### src/design/vqt_pkg.sv
package vqt_pkg;

    localparam int unsigned MAX_RING_SIZE = 32768;
    localparam int unsigned IDX_W         = 16;
    localparam int unsigned SLOT_W        = 15;
    localparam int unsigned ADDR_W        = 4;
    localparam int unsigned DATA_W        = 32;

    typedef enum logic [2:0] {
        ACT_TAKE_AVAIL    = 3'd0,
        ACT_ADD_USED      = 3'd1,
        ACT_CHECK_NOTIFY  = 3'd2,
        ACT_ENABLE_NOTIFY = 3'd3,
        ACT_DISABLE_NOTIFY = 3'd4,
        ACT_DISCARD       = 3'd5
    } action_t;

    typedef enum logic [1:0] {
        ST_OK       = 2'd0,
        ST_EMPTY    = 2'd1,
        ST_RANGE    = 2'd2
    } status_t;

    localparam logic [1:0] REG_RING_SIZE       = 2'd0;
    localparam logic [1:0] REG_EVENT_IDX_ON    = 2'd1;
    localparam logic [1:0] REG_NOTIFY_ON_EMPTY = 2'd2;

    typedef struct packed {
        logic [IDX_W-1:0] ring_size;
        logic             event_idx_on;
        logic             notify_on_empty;
    } cfg_t;

    typedef struct packed {
        logic [2:0]       action;
        logic [IDX_W-1:0] guest_avail_idx;
        logic             guest_no_interrupt;
        logic [IDX_W-1:0] guest_used_event;
        logic [IDX_W-1:0] amount;
    } item_t;

    typedef struct packed {
        logic [1:0]        status;
        logic [SLOT_W-1:0] ring_slot;
        logic [IDX_W-1:0]  pending_count;
        logic              need_irq;
        logic              more_pending;
        logic [IDX_W-1:0]  used_idx_out;
        logic              used_flags_write;
        logic              no_notify_value;
        logic              avail_event_write;
        logic [IDX_W-1:0]  avail_event_value;
    } result_t;

endpackage

### src/design/vqt_cfg_regs.sv
module vqt_cfg_regs
    import vqt_pkg::*;
(
    input  logic              clk,
    input  logic              rst_n,
    input  logic              psel,
    input  logic              penable,
    input  logic              pwrite,
    input  logic [ADDR_W-1:0] paddr,
    input  logic [DATA_W-1:0] pwdata,
    output logic [DATA_W-1:0] prdata,
    output logic              pready,
    output cfg_t              cfg
);

    cfg_t       cfg_reg;
    cfg_t       cfg_next;
    logic       wr_en;
    logic [1:0] reg_idx;

    assign pready  = 1'b1;
    assign wr_en   = psel & penable & pwrite;
    assign reg_idx = paddr[ADDR_W-1:2];
    assign cfg     = cfg_reg;

    always_comb
    begin
        cfg_next = cfg_reg;
        if (wr_en)
        begin
            case (reg_idx)
                REG_RING_SIZE:       cfg_next.ring_size       = pwdata[IDX_W-1:0];
                REG_EVENT_IDX_ON:    cfg_next.event_idx_on    = pwdata[0];
                REG_NOTIFY_ON_EMPTY: cfg_next.notify_on_empty = pwdata[0];
                default:             cfg_next = cfg_reg;
            endcase
        end
    end

    always_comb
    begin
        case (reg_idx)
            REG_RING_SIZE:       prdata = {{(DATA_W-IDX_W){1'b0}}, cfg_reg.ring_size};
            REG_EVENT_IDX_ON:    prdata = {{(DATA_W-1){1'b0}}, cfg_reg.event_idx_on};
            REG_NOTIFY_ON_EMPTY: prdata = {{(DATA_W-1){1'b0}}, cfg_reg.notify_on_empty};
            default:             prdata = '0;
        endcase
    end

    always_ff @(posedge clk or negedge rst_n)
    begin
        if (!rst_n)
        begin
            cfg_reg.ring_size       <= IDX_W'(256);
            cfg_reg.event_idx_on    <= 1'b0;
            cfg_reg.notify_on_empty <= 1'b0;
        end
        else
        begin
            cfg_reg <= cfg_next;
        end
    end

endmodule

### src/design/vqt_core.sv
module vqt_core
    import vqt_pkg::*;
(
    input  logic    clk,
    input  logic    rst_n,
    input  cfg_t    cfg,
    input  logic    in_valid,
    output logic    in_ready,
    input  item_t   in_item,
    output logic    res_valid,
    input  logic    res_ready,
    output result_t res
);

    item_t             item_reg;
    logic              item_valid_reg;
    logic              advance;

    logic [IDX_W-1:0]  next_avail_reg,      next_avail_next;
    logic [IDX_W-1:0]  avail_snapshot_reg,  avail_snapshot_next;
    logic [IDX_W-1:0]  next_used_reg,       next_used_next;
    logic [IDX_W-1:0]  signalled_idx_reg,   signalled_idx_next;
    logic              signalled_known_reg, signalled_known_next;
    logic              suppressed_reg,      suppressed_next;

    logic [IDX_W-1:0]  eff_size;
    logic [IDX_W-1:0]  size_m1;
    logic [SLOT_W-1:0] slot_mask;
    logic [IDX_W-1:0]  avail_count;
    logic [IDX_W-1:0]  used_new;
    logic [IDX_W-1:0]  event_dist;
    logic [IDX_W-1:0]  signal_dist;

    assign advance   = item_valid_reg & res_ready;
    assign in_ready  = ~item_valid_reg | res_ready;
    assign res_valid = item_valid_reg;

    // ring sizes beyond the limit clamp; a zero size masks with all ones
    assign eff_size  = (cfg.ring_size > IDX_W'(MAX_RING_SIZE)) ? IDX_W'(MAX_RING_SIZE)
                                                                : cfg.ring_size;
    assign size_m1   = eff_size - IDX_W'(1);
    assign slot_mask = size_m1[SLOT_W-1:0];

    assign avail_count = item_reg.guest_avail_idx - next_avail_reg;
    assign used_new    = next_used_reg + item_reg.amount;
    assign event_dist  = next_used_reg - item_reg.guest_used_event - IDX_W'(1);
    assign signal_dist = next_used_reg - signalled_idx_reg;

    always_comb
    begin
        next_avail_next      = next_avail_reg;
        avail_snapshot_next  = avail_snapshot_reg;
        next_used_next       = next_used_reg;
        signalled_idx_next   = signalled_idx_reg;
        signalled_known_next = signalled_known_reg;
        suppressed_next      = suppressed_reg;
        res                  = '0;
        res.status           = ST_OK;

        case (item_reg.action)
            ACT_TAKE_AVAIL:
            begin
                avail_snapshot_next = item_reg.guest_avail_idx;
                if (avail_count == '0)
                begin
                    res.status = ST_EMPTY;
                end
                else if (avail_count > eff_size)
                begin
                    res.status = ST_RANGE;
                end
                else
                begin
                    res.ring_slot   = next_avail_reg[SLOT_W-1:0] & slot_mask;
                    next_avail_next = next_avail_reg + IDX_W'(1);
                end
            end
            ACT_ADD_USED:
            begin
                if (item_reg.amount > eff_size)
                begin
                    res.status = ST_RANGE;
                end
                else
                begin
                    res.ring_slot  = next_used_reg[SLOT_W-1:0] & slot_mask;
                    next_used_next = used_new;
                    // last signalled index falls inside the published window
                    if ((used_new - signalled_idx_reg) < item_reg.amount)
                    begin
                        signalled_known_next = 1'b0;
                    end
                end
            end
            ACT_CHECK_NOTIFY:
            begin
                if (cfg.notify_on_empty && (avail_snapshot_reg == next_avail_reg))
                begin
                    res.need_irq = 1'b1;
                end
                else if (!cfg.event_idx_on)
                begin
                    res.need_irq = ~item_reg.guest_no_interrupt;
                end
                else
                begin
                    signalled_idx_next   = next_used_reg;
                    signalled_known_next = 1'b1;
                    res.need_irq = ~signalled_known_reg | (event_dist < signal_dist);
                end
            end
            ACT_ENABLE_NOTIFY:
            begin
                if (suppressed_reg)
                begin
                    suppressed_next = 1'b0;
                    if (!cfg.event_idx_on)
                    begin
                        res.used_flags_write = 1'b1;
                    end
                    else
                    begin
                        res.avail_event_write = 1'b1;
                        res.avail_event_value = avail_snapshot_reg;
                    end
                    res.more_pending = (item_reg.guest_avail_idx != avail_snapshot_reg);
                end
            end
            ACT_DISABLE_NOTIFY:
            begin
                if (!suppressed_reg)
                begin
                    suppressed_next      = 1'b1;
                    res.used_flags_write = ~cfg.event_idx_on;
                end
            end
            ACT_DISCARD:
            begin
                next_avail_next = next_avail_reg - item_reg.amount;
            end
            default:
            begin
                res.status = ST_OK;
            end
        endcase

        res.pending_count   = avail_snapshot_next - next_avail_next;
        res.used_idx_out    = next_used_next;
        res.no_notify_value = suppressed_next;
    end

    always_ff @(posedge clk)
    begin
        if (in_valid && in_ready)
        begin
            item_reg <= in_item;
        end
    end

    always_ff @(posedge clk or negedge rst_n)
    begin
        if (!rst_n)
        begin
            item_valid_reg      <= 1'b0;
            next_avail_reg      <= '0;
            avail_snapshot_reg  <= '0;
            next_used_reg       <= '0;
            signalled_idx_reg   <= '0;
            signalled_known_reg <= 1'b0;
            suppressed_reg      <= 1'b0;
        end
        else
        begin
            if (in_ready)
            begin
                item_valid_reg <= in_valid;
            end
            if (advance)
            begin
                next_avail_reg      <= next_avail_next;
                avail_snapshot_reg  <= avail_snapshot_next;
                next_used_reg       <= next_used_next;
                signalled_idx_reg   <= signalled_idx_next;
                signalled_known_reg <= signalled_known_next;
                suppressed_reg      <= suppressed_next;
            end
        end
    end

endmodule

### src/design/vqt_result_reg.sv
module vqt_result_reg
    import vqt_pkg::*;
(
    input  logic    clk,
    input  logic    rst_n,
    input  logic    res_valid,
    output logic    res_ready,
    input  result_t res,
    output logic    out_valid,
    input  logic    out_ready,
    output result_t out_res
);

    logic    valid_reg;
    result_t res_reg;

    assign res_ready = ~valid_reg | out_ready;
    assign out_valid = valid_reg;
    assign out_res   = res_reg;

    always_ff @(posedge clk)
    begin
        if (res_valid && res_ready)
        begin
            res_reg <= res;
        end
    end

    always_ff @(posedge clk or negedge rst_n)
    begin
        if (!rst_n)
        begin
            valid_reg <= 1'b0;
        end
        else if (res_ready)
        begin
            valid_reg <= res_valid;
        end
    end

endmodule

### src/design/virtqueue_index_and_notify_tracker.sv
// a result is shown once its transaction has passed the input register
// and then the result register
// throughput: one transaction per cycle unless out_ready stalls; all index
// math is 16-bit add/compare between the two registers
// reset: asynchronous, rst_n low clears all ring indices and flags,
// ring_size returns to 256 and both feature bits to 0
module virtqueue_index_and_notify_tracker
    import vqt_pkg::*;
(
    input  logic              clk,
    input  logic              rst_n,
    input  logic              psel,
    input  logic              penable,
    input  logic              pwrite,
    input  logic [ADDR_W-1:0] paddr,
    input  logic [DATA_W-1:0] pwdata,
    output logic [DATA_W-1:0] prdata,
    output logic              pready,
    input  logic              in_valid,
    output logic              in_ready,
    input  logic [2:0]        action,
    input  logic [IDX_W-1:0]  guest_avail_idx,
    input  logic              guest_no_interrupt,
    input  logic [IDX_W-1:0]  guest_used_event,
    input  logic [IDX_W-1:0]  amount,
    output logic              out_valid,
    input  logic              out_ready,
    output logic [1:0]        status,
    output logic [SLOT_W-1:0] ring_slot,
    output logic [IDX_W-1:0]  pending_count,
    output logic              need_irq,
    output logic              more_pending,
    output logic [IDX_W-1:0]  used_idx_out,
    output logic              used_flags_write,
    output logic              no_notify_value,
    output logic              avail_event_write,
    output logic [IDX_W-1:0]  avail_event_value
);

    cfg_t    cfg;
    item_t   in_item;
    result_t res;
    result_t out_res;
    logic    res_valid;
    logic    res_ready;

    assign in_item.action             = action;
    assign in_item.guest_avail_idx    = guest_avail_idx;
    assign in_item.guest_no_interrupt = guest_no_interrupt;
    assign in_item.guest_used_event   = guest_used_event;
    assign in_item.amount             = amount;

    vqt_cfg_regs u_cfg_regs (
        .clk     (clk),
        .rst_n   (rst_n),
        .psel    (psel),
        .penable (penable),
        .pwrite  (pwrite),
        .paddr   (paddr),
        .pwdata  (pwdata),
        .prdata  (prdata),
        .pready  (pready),
        .cfg     (cfg)
    );

    vqt_core u_core (
        .clk       (clk),
        .rst_n     (rst_n),
        .cfg       (cfg),
        .in_valid  (in_valid),
        .in_ready  (in_ready),
        .in_item   (in_item),
        .res_valid (res_valid),
        .res_ready (res_ready),
        .res       (res)
    );

    vqt_result_reg u_result_reg (
        .clk       (clk),
        .rst_n     (rst_n),
        .res_valid (res_valid),
        .res_ready (res_ready),
        .res       (res),
        .out_valid (out_valid),
        .out_ready (out_ready),
        .out_res   (out_res)
    );

    assign status            = out_res.status;
    assign ring_slot         = out_res.ring_slot;
    assign pending_count     = out_res.pending_count;
    assign need_irq          = out_res.need_irq;
    assign more_pending      = out_res.more_pending;
    assign used_idx_out      = out_res.used_idx_out;
    assign used_flags_write  = out_res.used_flags_write;
    assign no_notify_value   = out_res.no_notify_value;
    assign avail_event_write = out_res.avail_event_write;
    assign avail_event_value = out_res.avail_event_value;

endmodule

### config.mk
export PLATFORM = sky130hd
export DESIGN_NAME = virtqueue_index_and_notify_tracker
export DESIGN_NICKNAME = d
export VERILOG_FILES = /design/src/design/vqt_pkg.sv /design/src/design/vqt_cfg_regs.sv /design/src/design/vqt_core.sv /design/src/design/vqt_result_reg.sv /design/src/design/virtqueue_index_and_notify_tracker.sv
export SDC_FILE = /design/constraint.sdc
export NUM_CORES = 1
export LEC_CHECK = 0
export BUFFER_PORTS_ARGS = -buffer_cell sky130_fd_sc_hd__buf_2
export CORE_MARGIN = 10
export CORE_UTILIZATION = 32
export DETAILED_ROUTE_END_ITERATION = 10
export SLEW_MARGIN = 20
export SYNTH_ARGS = -nofsm -noshare
export SYNTH_HDL_FRONTEND = slang
export SYNTH_HIERARCHICAL = 1
export SYNTH_SLANG_ARGS = --single-unit
### constraint.sdc
create_clock -name clk -period 6.4 [get_ports clk]
set_input_delay 0 -clock clk [delete_from_list [all_inputs] [get_ports clk]]
set_output_delay 0 -clock clk [all_outputs]
set_load 0.01 [all_outputs]
# --- After elaboration in Yosys (flattened, before gate mapping) ---
# Index checks and enable logic that the tools add are counted.
classes:
  bitwise_logic: 14
  n_reduce_logical: 14
  mux: 29
  order_cmp: 5
  addsub: 10
  n_eq_ne: 13
ops:
  columns: ["op", "count"]
  rows:
  - ["16-bit 2-to-1 mux", 6]
  - ["16-bit subtractor", 6]
  - ["16-bit one-hot mux with 3 select lines", 1]
  - ["15-bit 2-to-1 mux", 3]
  - ["16-bit > comparator", 2]
  - ["16-bit less-than comparator", 2]
  - ["16-bit one-hot mux with 2 select lines", 1]
  - ["15-bit bitwise AND", 2]
  - ["15-bit one-hot mux with 2 select lines", 1]
  - ["17-bit 2-to-1 mux", 1]
  - ["16-bit by 1-bit adder with 16-bit output, second input constant", 1]
  - ["16-bit adder", 1]
  - ["16-bit equality test", 1]
  - ["16-bit > comparator, second input constant", 1]
  - ["16-bit zero test", 1]
  - ["16-bit != test", 1]
  - ["16-bit by 1-bit subtractor with 16-bit output, second input constant", 1]
  - ["15-bit by 1-bit subtractor with 15-bit output, second input constant", 1]
  - ["1-bit 2-to-1 mux", 9]
  - ["2-bit AND reduction", 4]
  - ["3-bit by 2-bit equality test with 1-bit output, second input constant", 2]
  - ["3-bit equality test, second input constant", 2]
  - ["2-bit 2-to-1 mux", 3]
  - ["2-bit != test, second input constant", 3]
  - ["other kinds (16)", 29]
word_totals:
  regBits: 208
  output_inout_bits: 105
  word_cells: 111

# --- Logic depth before layout (Yosys ltp) ---
depth:
  word_depth: 7
  mapped_depth: 34
  depth_no_buf: 32

# --- Hierarchy ---
# The synthesis kept the hierarchy.
by_module_without_submodules:
  columns: ["mod", "seq_area_each_um2", "area_per_inst_um2", "instances", "cells_each"]
  rows:
  - ["vqt_core", 3238.1, 12826.1, 1, 1501]
  - ["vqt_result_reg", 2127.0, 2155.8, 1, 74]
  - ["vqt_cfg_regs", 451.7, 1012.2, 1, 80]

# --- Least setup slack after synthesis ---
# OpenSTA, ideal clock, no wires.
synth_path:
  path_type: "register to register"
  from: "reg u_cfg_regs.cfg_reg, in the netlist u_cfg_regs/cfg[4]"
  to: "reg u_result_reg.res_reg, in the netlist u_result_reg/out_res[52], data pin"
  arrival_time_ns: 6.331
  setup_slack_ns: -0.191
  stages_incl_launch_ff: 29
  required_ns: 6.140
  setup_ns: 0.260
  cell_sequence: "dfrtp_1 or3_1 or3_1 nor3_1 nand3_1 o41ai_1 nand2_1 ha_1 a21o_1 a21o_1 a21oi_1 o21ai_0 a221o_1 o41ai_2 nand3_4 buf_8 o2bb2a_1 a21boi_1 ha_1 nor2b_1 o31a_1 o21a_1 o21a_1 or2_2 a41oi_1 a21oi_1 a31o_2 a31oi_1 xnor2_1"
synth_lines:
  columns: ["element", "line", "source"]
  rows:
  - ["from (decl)", "vqt_cfg_regs.sv:16", "cfg_t cfg_reg;"]
  - ["from (signal assigned)", "vqt_cfg_regs.sv:60", "cfg_reg <= cfg_next;"]
  - ["to (signal assigned)", "vqt_result_reg.sv:25", "res_reg <= res;"]
  - ["to (decl)", "vqt_result_reg.sv:15", "result_t res_reg;"]

==> impl_results.md <==
- Status: complete, but fails checks
- Violated checks: hold timing
- Setup violations, final: 0
- Mux cell area share after synthesis: 4.83%
- Xor/xnor share of the synthesized area: 6.82%
- Die height: 244 µm
- Critical Path End Type: flip-flop
- Power Density: 505 mW/mm²
- Min cycle time layout: 6.29 ns
- Avg Inst Size Synth: 9.66 µm²
- Hold Path Class: in2async
- Critical path peak fanout: 5
- Mapped Area: 0.0160 mm²
- Post-synth top flop: edfxtp_1
- Layout Nets: 2255
- Largest family of logic cells by synthesized area: simple AND/OR/NAND/NOR gates
- # rows: 81
- Post-synthesis sequential area ratio: 36.4%
- Slew Limit Fails: 0
- First drt pass iteration count: 7
- Req. time, crit path: 6.69 ns
- CTS Root Cell: clkbuf_16
- Synth Register Bits: 208
- DR DRC count: 0
- Compound-Gate Fraction of Synth Area: 16.2%
- DP HPWL: 39700 µm
- Crit path DAT: 6.58 ns
- CP max stage cell: edfxtp_1
- DR iter-0 viols: 994
- WS Path Type: reg2reg
- Width of the die: 244 µm
- Post-synth EDFFs: 122
- GR Overflow Total: 0
- Initial antenna violation count: 0
- Layout Cells excl Fill: 2667
- DR vias: 13800
- YS warnings: 6
- Multi-input logic area: 0.00966 mm²
- Synth Area in Adders: 14.2%
- Die ar.: 0.0593 mm²
- Most frequent cell after synthesis: ha_1
- Area fraction of the dominant cell type after synthesis: 22.9%
- Worst hold slack: -0.0134 ns
- Area Growth Syn to Fin: 25.7%
- Clock Skew: 0.0338 ns
- Initial core utilization: 32.5%
- Placed cells: 2521
- Post-synth ARST share: 41.3%
- Slew margin rel.: 31.6%
- Ant diodes: 0
- Synth cell types: 97
- Simple-Gate Fraction of Synth Area: 16.3%
- Cell taking the most area after synthesis: edfxtp_1
- RSZ-0062 raised after global routing: yes
- FF+latch area: 0.00582 mm²
- Overall Power: 10.2 mW
- Finished Core Util: 40.9%
- Clock slew at reported path FFs: 0.06 ns
- CTS tree: yes
- Share of cells above drive strength 1: 21.7%
- IO Port Bufs: 164
- Part of the cycle the worst path needs: 98.3%
- Final WS setup: 0.106 ns
- Max FFs per register: 70
- Synth area leaders: edfxtp_1, dfrtp_1, ha_1
- Largest stage delay, worst path: 0.40 ns
- Synth Instances: 1655
- H-tree level count: 1
- # Max-Cap Violations: 0
- Pleak: 8.87 nW
- DRT Wirelength: 51600 µm
- Setup TNS: 0 ns
- Vias per cell: 5.16
- Worst-Skew Late Latency: 0.57 ns
- Synth cell count leaders: ha_1, nand2_1, edfxtp_1
- Core box area: 0.0492 mm²
- Peak supply drop: 0.000224 V
- Vias in the first global route: 13800
- First-pass GRT wire length: 79100 µm
- F_max: 159 MHz
- Fillers: 4777
- Cell depth of the worst flop-to-flop path: 29
- Worst-Margin Slew: 1.03 ns
- Total Routing Usage GR: 16.7%
- Ports: 200
- Deepest clock path buffer count: 3
- Number of routed nets with antenna violations: 0
- GP Congestion: 0.933
- Post-Place Worst Slack: -0.0631 ns
- Worst setup SP type: flip-flop
- Sink Count: 208
- CTS Buf Count: 26
- Largest net degree at the start of global routing: 71
- Final Hold Viols: 6
- DR WL/cell: 19.4 µm
[final cells by class]
cell class / count / area share [%]
Clock buffer: 36 / 3.72
Multi-Input combinational cell: 1274 / 48.0
Inverter: 117 / 2.18
Timing Repair Buffer: 356 / 12.6
Clock inverter: 12 / 0.448
Sequential cell: 208 / 28.9
Tap cell: 664 / 4.13
[per-stage QoR]
stage	cell area (µm²)	hold slack, ns
final	20100	-0.0134
after global routing	20100	0.0398
after CTS	19800	0.00939
after detailed placement	18000	0.0428
after global placement	18000	0.0416
after floorplan	16100	-0.296
[critical path: cells and delay by family (launching register included)]
| kind | cells | cell delay, ns |
|---|---|---|
| AOI/OAI and AO/OA | 16 | 3.23 |
| adders and majority gates | 4 | 1.00 |
| and+or+nand+nor | 4 | 0.68 |
| buffers and inverters | 3 | 0.43 |
| DFF | 1 | 0.40 |
| xor gates and xnor gates | 2 | 0.29 |
[final timing paths]
kind                                             startpoint                           end  slack [ns]
worst min register to register  u_core/signalled_idx_reg[2]   u_core/signalled_idx_reg[2]        0.51
worst min-delay path                                  rst_n            u_cfg_regs/cfg[16]       -0.01
worst max-delay path                    u_core/item_reg[33]      u_result_reg/out_res[50]        0.11
max in group asynchronous                             rst_n  u_core/avail_snapshot_reg[2]        5.25
worst max register to register          u_core/item_reg[33]      u_result_reg/out_res[50]        0.11
min in group clk                        guest_used_event[3]           u_core/item_reg[19]        0.14
[cells by family (layout without fill, tap and decap cells)]
logic type,count (synthesis),count (layout)
XOR/XNOR,123,123
AND/OR/NAND/NOR,527,527
flip-flops,208,208
other,2,17
buffers and inverters,188,521
adder cells (fa/ha/maj),177,177
multiplexers,66,66
AO/OA/AOI/OAI,364,364
[where the power goes]
part	internal (mW)	leakage, nW	total (mW)	switching, mW
logic	3.03	6.21	6.60	3.57
registers	1.79	2.26	2.12	0.336
clock network	0.822	0.408	1.44	0.615
total	5.63	8.87	10.2	4.52
[routing by layer]
metal	global-route usage [%]	part of all wire, %	routed length [µm]	vias up
met5	0	0	0	-
met4	4.66	2.5	1310	0
met3	2.74	6.4	3300	72
met2	28.6	48	24600	433
met1	21.5	43	22400	6597
li1	-	-	-	6665
[layout by cell type (no fill, tap or decap), types with 17 or more instances in the layout]
cell / instances
a211oi_1: 17
a21o_1: 33
a21oi_1: 65
and2_1: 37
buf_2: 163
buf_4: 99
clkbuf_16: 27
conb_1: 17
dfrtp_1: 85
dlygate4sd3_1: 92
edfxtp_1: 122
ha_1: 164
inv_1: 116
mux2_2: 50
nand2_1: 169
nand3_1: 33
nand4_1: 24
nor2_1: 106
nor2b_1: 20
nor3_1: 42
o21a_1: 23
o21ai_0: 64
xnor2_1: 91
xor2_1: 29
[timing repair]
action | 4_1_cts | 5_1_grt
endpoints found under the setup margin | 3 | 7
resized for setup | 4 | 44
endpoints found under the hold margin | 114 | 0
buffers inserted | 0 | 5
hold buffers | 92 | 0
gates cloned | 0 | 1
pin swaps | 0 | 26
Power figures use the tool's default switching activity.
